$ cat src/rtl/utfenc_pkg.sv
`timescale 1ns / 1ps

package utfenc_pkg;

    localparam int unsigned QUEUE_DEPTH_DEF = 4;

    localparam int unsigned CP_W      = 26;
    localparam int unsigned LEN_W     = 3;
    localparam int unsigned CFG_IDX_W = 1;

    localparam logic [CFG_IDX_W-1:0] REG_UNIT_IS_32BIT = 1'b0;
    localparam logic [CFG_IDX_W-1:0] REG_STRIP_BOM     = 1'b1;

    localparam logic [15:0] BOM_UNIT      = 16'hFEFF;
    localparam logic [5:0]  HIGH_SURR_TAG = 6'b110110;
    localparam logic [5:0]  LOW_SURR_TAG  = 6'b110111;
    localparam logic [20:0] SUPP_BASE     = 21'h10000;

    localparam logic [LEN_W-1:0] LEN_SURR   = 3'd3;
    localparam logic [LEN_W-1:0] LEN_JOINED = 3'd4;

    // One queue entry: an optional lone high surrogate (point a) followed by
    // an optional code point (point b). flag is the sticky non-ASCII state
    // that holds for every byte of the entry.
    typedef struct packed {
        logic             a_valid;
        logic [9:0]       a_bits;
        logic             b_valid;
        logic [CP_W-1:0]  b_cp;
        logic [LEN_W-1:0] b_len;
        logic             flag;
    } t_entry;

endpackage

$ cat src/rtl/utfenc_front.sv
`timescale 1ns / 1ps

module utfenc_front (
    input  logic                            i_clk,
    input  logic                            i_rst_n,
    input  logic                            i_cfg_we,
    input  logic [utfenc_pkg::CFG_IDX_W-1:0] i_cfg_index,
    input  logic                            i_cfg_data,
    input  logic                            i_in_valid,
    output logic                            o_in_stall,
    input  logic [31:0]                     i_code_unit,
    input  logic                            i_first_of_text,
    input  logic                            i_last_of_text,
    input  logic                            i_full,
    output logic                            o_push,
    output utfenc_pkg::t_entry              o_entry
);
    import utfenc_pkg::*;

    logic       r_unit_is_32bit;
    logic       r_strip_bom;
    logic       r_held_valid;
    logic [9:0] r_held_bits;
    logic       r_flag;

    logic       n_held_valid;
    logic [9:0] n_held_bits;

    logic        accept;
    logic [15:0] u;
    logic        held_v0;
    logic        flag0;
    logic        u_low;
    logic        u_high;
    logic        first_bom;
    logic        b_non_ascii;
    logic [20:0] joined;
    t_entry      entry;

    function automatic logic [LEN_W-1:0] len_of(input logic [31:0] w);
        logic [LEN_W-1:0] l;
        if (|w[31:21]) begin
            l = 3'd5;
        end else if (|w[20:16]) begin
            l = 3'd4;
        end else if (|w[15:11]) begin
            l = 3'd3;
        end else if (|w[10:7]) begin
            l = 3'd2;
        end else begin
            l = 3'd1;
        end
        return l;
    endfunction

    assign o_in_stall = i_full;
    assign accept     = i_in_valid & ~i_full;

    always_comb begin
        u            = i_code_unit[15:0];
        held_v0      = r_held_valid & ~i_first_of_text;
        flag0        = r_flag & ~i_first_of_text;
        u_low        = (u[15:10] == LOW_SURR_TAG);
        u_high       = (u[15:10] == HIGH_SURR_TAG);
        joined       = SUPP_BASE + {1'b0, r_held_bits, u[9:0]};
        entry        = '0;
        b_non_ascii  = 1'b0;
        n_held_valid = held_v0;
        n_held_bits  = r_held_bits;

        if (r_unit_is_32bit) begin
            // no surrogate joining on full-width code points
            n_held_valid  = 1'b0;
            first_bom     = i_first_of_text & r_strip_bom & (i_code_unit == {16'h0, BOM_UNIT});
            entry.b_valid = ~first_bom;
            entry.b_cp    = i_code_unit[CP_W-1:0];
            entry.b_len   = len_of(i_code_unit);
            b_non_ascii   = |i_code_unit[31:7];
        end else begin
            first_bom = i_first_of_text & r_strip_bom & (u == BOM_UNIT);
            if (!first_bom) begin
                if (held_v0) begin
                    n_held_valid = 1'b0;
                    if (u_low) begin
                        entry.b_valid = 1'b1;
                        entry.b_cp    = {5'b0, joined};
                        entry.b_len   = LEN_JOINED;
                        b_non_ascii   = 1'b1;
                    end else begin
                        entry.a_valid = 1'b1;
                        entry.a_bits  = r_held_bits;
                    end
                end
                if (!(held_v0 && u_low)) begin
                    if (u_high && !i_last_of_text) begin
                        n_held_valid = 1'b1;
                        n_held_bits  = u[9:0];
                    end else begin
                        entry.b_valid = 1'b1;
                        entry.b_cp    = {10'b0, u};
                        entry.b_len   = len_of({16'b0, u});
                        b_non_ascii   = |u[15:7];
                    end
                end
            end
        end

        entry.flag = flag0 | entry.a_valid | (entry.b_valid & b_non_ascii);
    end

    assign o_push  = accept & (entry.a_valid | entry.b_valid);
    assign o_entry = entry;

    always_ff @(posedge i_clk) begin
        if (!i_rst_n) begin
            r_unit_is_32bit <= 1'b0;
            r_strip_bom     <= 1'b1;
            r_held_valid    <= 1'b0;
            r_held_bits     <= '0;
            r_flag          <= 1'b0;
        end else begin
            if (i_cfg_we) begin
                case (i_cfg_index)
                    REG_UNIT_IS_32BIT: r_unit_is_32bit <= i_cfg_data;
                    REG_STRIP_BOM:     r_strip_bom     <= i_cfg_data;
                    default: ;
                endcase
            end
            if (accept) begin
                r_held_valid <= n_held_valid;
                r_held_bits  <= n_held_bits;
                r_flag       <= entry.flag;
            end
        end
    end

endmodule

$ cat src/rtl/utfenc_queue.sv
`timescale 1ns / 1ps

module utfenc_queue #(
    parameter int unsigned WIDTH = 1,
    parameter int unsigned DEPTH = 4
) (
    input  logic             i_clk,
    input  logic             i_rst_n,
    input  logic             i_push,
    input  logic [WIDTH-1:0] i_data,
    output logic             o_full,
    output logic             o_valid,
    output logic [WIDTH-1:0] o_data,
    input  logic             i_pop
);
    localparam int unsigned PTR_W = (DEPTH > 1) ? $clog2(DEPTH) : 1;
    localparam int unsigned CNT_W = $clog2(DEPTH + 1);

    logic [WIDTH-1:0] r_mem [DEPTH];
    logic [PTR_W-1:0] r_wr_ptr;
    logic [PTR_W-1:0] r_rd_ptr;
    logic [CNT_W-1:0] r_count;

    logic do_push;
    logic do_pop;

    function automatic logic [PTR_W-1:0] ptr_next(input logic [PTR_W-1:0] p);
        return (p == PTR_W'(DEPTH - 1)) ? '0 : p + 1'b1;
    endfunction

    assign o_full  = (r_count == CNT_W'(DEPTH));
    assign o_valid = (r_count != '0);
    assign o_data  = r_mem[r_rd_ptr];
    assign do_push = i_push & ~o_full;
    assign do_pop  = i_pop & o_valid;

    always_ff @(posedge i_clk) begin
        if (do_push) begin
            r_mem[r_wr_ptr] <= i_data;
        end
    end

    always_ff @(posedge i_clk) begin
        if (!i_rst_n) begin
            r_wr_ptr <= '0;
            r_rd_ptr <= '0;
            r_count  <= '0;
        end else begin
            if (do_push) begin
                r_wr_ptr <= ptr_next(r_wr_ptr);
            end
            if (do_pop) begin
                r_rd_ptr <= ptr_next(r_rd_ptr);
            end
            case ({do_push, do_pop})
                2'b10:   r_count <= r_count + 1'b1;
                2'b01:   r_count <= r_count - 1'b1;
                default: ;
            endcase
        end
    end

endmodule

$ cat src/rtl/utfenc_back.sv
`timescale 1ns / 1ps

module utfenc_back (
    input  logic               i_clk,
    input  logic               i_rst_n,
    input  logic               i_head_valid,
    input  utfenc_pkg::t_entry i_head,
    output logic               o_pop,
    output logic               o_out_valid,
    input  logic               i_out_stall,
    output logic [7:0]         o_out_byte,
    output logic               o_last_byte,
    output logic               o_non_ascii_seen
);
    import utfenc_pkg::*;

    logic             r_out_valid;
    logic [7:0]       r_out_byte;
    logic             r_out_last;
    logic             r_out_flag;
    logic [LEN_W-1:0] r_idx;
    logic             r_phase_b;

    logic             advance;
    logic             eff_b;
    logic [CP_W-1:0]  cp;
    logic [LEN_W-1:0] len;
    logic             point_end;
    logic             item_end;
    logic [7:0]       cur_byte;

    function automatic logic [7:0] enc_byte(input logic [CP_W-1:0] c,
                                            input logic [LEN_W-1:0] l,
                                            input logic [LEN_W-1:0] k);
        logic [7:0]       b;
        logic [LEN_W-1:0] sh;
        sh = l - k - 1'b1;
        if (k == '0) begin
            unique case (l)
                3'd1:    b = {1'b0, c[6:0]};
                3'd2:    b = {3'b110, c[10:6]};
                3'd3:    b = {4'b1110, c[15:12]};
                3'd4:    b = {5'b11110, c[20:18]};
                default: b = {6'b111110, c[25:24]};
            endcase
        end else begin
            // continuation byte: six bits from the top down
            unique case (sh)
                3'd0:    b = {2'b10, c[5:0]};
                3'd1:    b = {2'b10, c[11:6]};
                3'd2:    b = {2'b10, c[17:12]};
                default: b = {2'b10, c[23:18]};
            endcase
        end
        return b;
    endfunction

    always_comb begin
        eff_b     = r_phase_b | ~i_head.a_valid;
        cp        = eff_b ? i_head.b_cp : {10'b0, HIGH_SURR_TAG, i_head.a_bits};
        len       = eff_b ? i_head.b_len : LEN_SURR;
        point_end = (r_idx == len - 1'b1);
        item_end  = point_end & (eff_b | ~i_head.b_valid);
        cur_byte  = enc_byte(cp, len, r_idx);
    end

    assign advance = ~r_out_valid | ~i_out_stall;
    assign o_pop   = advance & i_head_valid & item_end;

    always_ff @(posedge i_clk) begin
        if (!i_rst_n) begin
            r_out_valid <= 1'b0;
            r_idx       <= '0;
            r_phase_b   <= 1'b0;
        end else if (advance) begin
            r_out_valid <= i_head_valid;
            if (i_head_valid) begin
                if (point_end) begin
                    r_idx     <= '0;
                    r_phase_b <= ~item_end;
                end else begin
                    r_idx <= r_idx + 1'b1;
                end
            end
        end
    end

    always_ff @(posedge i_clk) begin
        if (advance && i_head_valid) begin
            r_out_byte <= cur_byte;
            r_out_last <= item_end;
            r_out_flag <= i_head.flag;
        end
    end

    assign o_out_valid      = r_out_valid;
    assign o_out_byte       = r_out_byte;
    assign o_last_byte      = r_out_last;
    assign o_non_ascii_seen = r_out_flag;

endmodule

$ cat src/rtl/utf16_utf32_to_utf8_encoder.sv
`timescale 1ns / 1ps

// UTF-16 / UTF-32 to UTF-8 encoder.
// Input channel (i_in_valid / o_in_stall): one code unit per item with
// first/last-of-text marks. Output channel (o_out_valid / i_out_stall): one
// UTF-8 byte per item, o_last_byte on the final byte caused by an input item,
// o_non_ascii_seen the sticky non-ASCII flag of the current text.
// Config: i_cfg_we writes register i_cfg_index (0 unit width, 1 BOM strip)
// with i_cfg_data; write only while the block is idle.
// The front classifies each unit in its accept cycle (surrogate joining, BOM
// drop) and writes at most one entry to a QUEUE_DEPTH-deep queue; the back turns an
// entry into 1 to 6 bytes, one per cycle while i_out_stall is low, through an output register.
// The first byte of a unit passes through the queue and then the output register.
// Throughput: set by the back's one-byte-per-cycle output while i_out_stall is
// low; a unit produces 1 to 6 bytes, and units that produce no byte (held high
// surrogate, dropped BOM) push no queue entry.
// Stall: the output register holds while i_out_stall is high; the front keeps
// accepting until the queue is full, then raises o_in_stall.
// Reset (synchronous, active low): registers back to unit_is_32bit = 0,
// strip_bom = 1, queue empty, no held surrogate, flag clear.
module utf16_utf32_to_utf8_encoder #(
    parameter int unsigned QUEUE_DEPTH = utfenc_pkg::QUEUE_DEPTH_DEF
) (
    input  logic                            i_clk,
    input  logic                            i_rst_n,
    input  logic                            i_cfg_we,
    input  logic [utfenc_pkg::CFG_IDX_W-1:0] i_cfg_index,
    input  logic                            i_cfg_data,
    input  logic                            i_in_valid,
    output logic                            o_in_stall,
    input  logic [31:0]                     i_code_unit,
    input  logic                            i_first_of_text,
    input  logic                            i_last_of_text,
    output logic                            o_out_valid,
    input  logic                            i_out_stall,
    output logic [7:0]                      o_out_byte,
    output logic                            o_last_byte,
    output logic                            o_non_ascii_seen
);
    import utfenc_pkg::*;

    logic   push;
    logic   full;
    logic   head_valid;
    logic   pop;
    t_entry push_entry;
    t_entry head_entry;

    utfenc_front u_front (
        .i_clk           (i_clk),
        .i_rst_n         (i_rst_n),
        .i_cfg_we        (i_cfg_we),
        .i_cfg_index     (i_cfg_index),
        .i_cfg_data      (i_cfg_data),
        .i_in_valid      (i_in_valid),
        .o_in_stall      (o_in_stall),
        .i_code_unit     (i_code_unit),
        .i_first_of_text (i_first_of_text),
        .i_last_of_text  (i_last_of_text),
        .i_full          (full),
        .o_push          (push),
        .o_entry         (push_entry)
    );

    utfenc_queue #(
        .WIDTH ($bits(t_entry)),
        .DEPTH (QUEUE_DEPTH)
    ) u_queue (
        .i_clk   (i_clk),
        .i_rst_n (i_rst_n),
        .i_push  (push),
        .i_data  (push_entry),
        .o_full  (full),
        .o_valid (head_valid),
        .o_data  (head_entry),
        .i_pop   (pop)
    );

    utfenc_back u_back (
        .i_clk            (i_clk),
        .i_rst_n          (i_rst_n),
        .i_head_valid     (head_valid),
        .i_head           (head_entry),
        .o_pop            (pop),
        .o_out_valid      (o_out_valid),
        .i_out_stall      (i_out_stall),
        .o_out_byte       (o_out_byte),
        .o_last_byte      (o_last_byte),
        .o_non_ascii_seen (o_non_ascii_seen)
    );

endmodule

$ cat config.mk
export PLATFORM = sky130hd
export DESIGN_NAME = utf16_utf32_to_utf8_encoder
export DESIGN_NICKNAME = d
export VERILOG_FILES = /design/src/rtl/utfenc_pkg.sv /design/src/rtl/utfenc_front.sv /design/src/rtl/utfenc_queue.sv /design/src/rtl/utfenc_back.sv /design/src/rtl/utf16_utf32_to_utf8_encoder.sv
export SDC_FILE = /design/constraint.sdc
export NUM_CORES = 1
export LEC_CHECK = 0
export BUFFER_PORTS_ARGS = -buffer_cell sky130_fd_sc_hd__buf_4
export CORE_MARGIN = 2
export CORE_UTILIZATION = 65
export CTS_CLUSTER_SIZE = 16
export DETAILED_ROUTE_END_ITERATION = 12
export PLACE_DENSITY = 0.84
export SETUP_SLACK_MARGIN = 0.5
export SLEW_MARGIN = 10
export SYNTH_ARGS = -nofsm -noshare
export SYNTH_HDL_FRONTEND = slang
export SYNTH_SLANG_ARGS = --single-unit
$ cat constraint.sdc
create_clock -name i_clk -period 11.9 [get_ports i_clk]
set_clock_uncertainty 0.05 [all_clocks]
set_input_delay 0 -clock i_clk [delete_from_list [all_inputs] [get_ports i_clk]]
set_output_delay 0 -clock i_clk [all_outputs]
set_load 0.005 [all_outputs]
==> results.sh <==
export IMPL_std_cell_rows=43
export IMPL_p_per_area_nw_per_um2=176.7
export IMPL_netlist_area_um2=9139
export IMPL_cp_cell_sequence="buf_4 -> mux2i_1 -> o22a_1 -> nand2b_1 -> inv_1 -> ha_1 -> ha_1 -> xnor2_1 -> nand3_1 -> nor3b_1 -> nand2b_1 -> inv_1 -> ha_1 -> inv_1 -> fa_1 -> xor2_1 -> or3_1 -> a21oi_1"
export IMPL_io_buffer_count=52
export IMPL_post_cts_buffers=0
export IMPL_p_leak_nw=3.683
export IMPL_wl_per_cell_um=25.00
export IMPL_final_hold_viol_count=0
export IMPL_die_x_um=122.6
export IMPL_coreArea_um2=13830
export IMPL_clk_latency_ns=0.50
export IMPL_maxCapViolCount=0
export IMPL_final_common_cell="edfxtp_1"
export IMPL_cp_required_ns=12.25
export IMPL_multi_input_area_um2=3044
export IMPL_startpoint_type="flop"
export IMPL_critical_path_class="reg2reg"
export IMPL_grt_max_degree=44
export IMPL_design_die_area_um2=15020
export IMPL_syn_nets=684
export IMPL_overflow=0
export IMPL_cp_top_family="simple AND/OR/NAND/NOR gates"
export IMPL_final_cell_mix="edfxtp_1, nand2_1, buf_4"
export IMPL_hold_path_startpoint="i_last_of_text"
export IMPL_worstPathArrival_ns=5.66
export IMPL_seq_area_um2=5908
export IMPL_ys_seq_area_frac=0.6462
export IMPL_nNetsFinal=775
export IMPL_die_h_um=122.6
export IMPL_synth_top_cell_by_area="edfxtp_1"
export IMPL_synthArstFlopShare=0
export IMPL_relSlewSlack=0.2133
export IMPL_yosysTopAreaCellShare=0.5849
export IMPL_ys_ff_latch=206
export IMPL_start_util=0.6609
export IMPL_first_global_vias=6115
export IMPL_slowest_stage="o22a_1"
export IMPL_min_to="u_front.r_held_bits[3]$_SDFFE_PN0P_"
export IMPL_rr_worst_depth=18
export IMPL_drtIter0Drc=759
export IMPL_finalNonFillerCells=913
export IMPL_cts_tree="done"
export IMPL_worstMarginPinSlew_ns=1.176
export IMPL_ys_warn_count=0
export IMPL_min_path_type="in2reg"
export IMPL_syn_area_per_cell_um2=14.60
export IMPL_grtUsageTotal=0.3200
export IMPL_io_pins=53
export IMPL_final_period_utilization=0.4461
export IMPL_antenna_found_initial=0
export IMPL_antenna_cells=0
export IMPL_vias=6018
export IMPL_min_path_cells=5
export IMPL_cts_root_buf="clkbuf_16"
export IMPL_reg2reg_to="u_queue.r_count[2]$_SDFFE_PN0P_"
export IMPL_cp_max_fo=43
export IMPL_synth_distinct_cells=56
export IMPL_status="complete, no violations"
export IMPL_rsz0062_at_grt="no"
export IMPL_cts_resized_gates=0
export IMPL_timing_fmax_ghz=0.1884
export IMPL_period_needed_ns=5.308
export IMPL_vias_per_cell=6.591
export IMPL_syn_instance_count=626
export IMPL_drive_above_1_share=0.2019
export IMPL_first_pass_iters=7
export IMPL_hpwl_mm=13.81
export IMPL_clock_sinks=206
export IMPL_clock_path_buffers=3
export IMPL_slowest_delay_ns=0.70
export IMPL_crit_path_end_kind="flop"
export IMPL_cp_buffers_inverters=4
export IMPL_cts_hold_buf=32
export IMPL_syn_to_final_growth_pct=17.46
export IMPL_synth_edf_count=178
export IMPL_peakVddDrop_mv=0.1489
export IMPL_final_core_util=0.7763
export IMPL_ant_nets=0
export IMPL_slew_violations=0
export IMPL_synth_top_flop_cell="edfxtp_1"
export IMPL_reg2reg_slack_ns=6.59
export IMPL_h_tree_depth=1
export IMPL_drc=0
export IMPL_grt_pass1_wl_mm=35.12
export IMPL_cts_clk_slew_worst_paths_ns=0.06
export IMPL_place_gp_congestion=0.9469
export IMPL_num_fill_cells=740
export IMPL_cts_buffers=22
export IMPL_finalSetupTns_ns=0
export IMPL_synthTopCellsByArea="edfxtp_1, mux4_2, dfxtp_1"
export IMPL_setup_violations=0
export IMPL_wl_mm=22.83
export IMPL_dp_cells=840
registers in the layout, indices dropped and copies added, names as in the netlist, 2 cells and up, named ones only:
register	flops
u_queue.r_wr_ptr	2
u_queue.r_count	3
u_front.r_held_bits	10
u_queue.r_mem	168
u_queue.r_rd_ptr	2
u_back.o_out_byte	8
u_back.r_idx	3
layer usage:
| metal | GRT usage | wire, um |
|---|---|---|
| met4 | 0.1243 | 871 |
| met1 | 0.4285 | 8707 |
| met2 | 0.5247 | 11270 |
| met5 | 0 | 0 |
| met3 | 0.06273 | 1982 |
power by group:
group	leakage [nW]	switching, mW	internal, mW
clock	0.349	0.268	0.396
sequential	1.83	0.0227	0.844
combinational	1.51	0.213	0.153
total	3.68	0.503	1.39
worst register-to-register path, stage by stage, from the launching register on:
cell      delay (ns)
dfxtp_2         0.32
buf_4           0.65
mux2i_1         0.50
o22a_1          0.70
nand2b_1        0.26
inv_1           0.14
ha_1            0.15
ha_1            0.23
xnor2_1         0.21
nand3_1         0.20
nor3b_1         0.29
nand2b_1        0.15
inv_1           0.11
ha_1            0.18
inv_1           0.07
fa_1            0.39
xor2_1          0.16
or3_1           0.30
a21oi_1         0.16
final cells by class:
cell class              count  share of cell area
clock buffers              26             0.05467
flip-flops and latches    206              0.5504
clock inverters            14             0.01166
repair buffers             92             0.07204
well taps                 180             0.02098
inverters                  19            0.006644
multi-input cells         376              0.2836
cell usage after synthesis (6+ instances only):
| cell | count |
|---|---|
| o31ai_1 | 6 |
| xnor2_1 | 6 |
| nand2b_1 | 10 |
| nor3_1 | 10 |
| xor2_1 | 6 |
| nand2_1 | 59 |
| dfxtp_1 | 28 |
| o21ai_0 | 15 |
| inv_1 | 19 |
| ha_1 | 15 |
| and2_1 | 20 |
| nor4_1 | 6 |
| a21oi_1 | 32 |
| buf_2 | 8 |
| mux4_2 | 41 |
| nand3_1 | 15 |
| a22o_1 | 10 |
| clkbuf_1 | 13 |
| nor2_1 | 30 |
| nor2b_1 | 17 |
| mux2i_1 | 13 |
| edfxtp_1 | 178 |
| a31oi_1 | 10 |
| or3_1 | 6 |
cells by family after synthesis:
family          Yosys count  synth area share
flops                   206            0.6462
simple gates            191            0.1043
compound gates          100           0.07366
mux                      56            0.1182
buf+inv                  44           0.02122
fa+ha+maj                17           0.02492
xor+xnor                 12           0.01150
metrics by stage:
step | hold slack (ns) | total power, mW | instance area (um^2) | setup WS (ns)
after floorplan | 0.02183 | 1.106 | 9139 | 7.784
after global placement | 0.1992 | 1.215 | 9692 | 6.806
after detailed placement | 0.2030 | 1.228 | 9692 | 6.572
after CTS | 0.001659 | 1.894 | 10720 | 6.525
after global routing | 0.04388 | 1.966 | 10730 | 5.922
final | 0.02429 | 1.897 | 10730 | 6.592
worst max path at each step:
stage / from / end / cells after the start
after CTS: flop / u_queue.r_count[2]$_SDFFE_PN0P_ / 18
after global placement: flop / u_queue.r_count[2]$_SDFFE_PN0P_ / 18
after floorplan: flop / u_queue.r_count[2]$_SDFFE_PN0P_ / 19
final: flop / u_queue.r_count[2]$_SDFFE_PN0P_ / 18
after detailed placement: flop / u_queue.r_count[2]$_SDFFE_PN0P_ / 18
after global routing: flop / u_queue.r_count[2]$_SDFFE_PN0P_ / 18
Note: power is estimated with default switching activity, not from simulation.
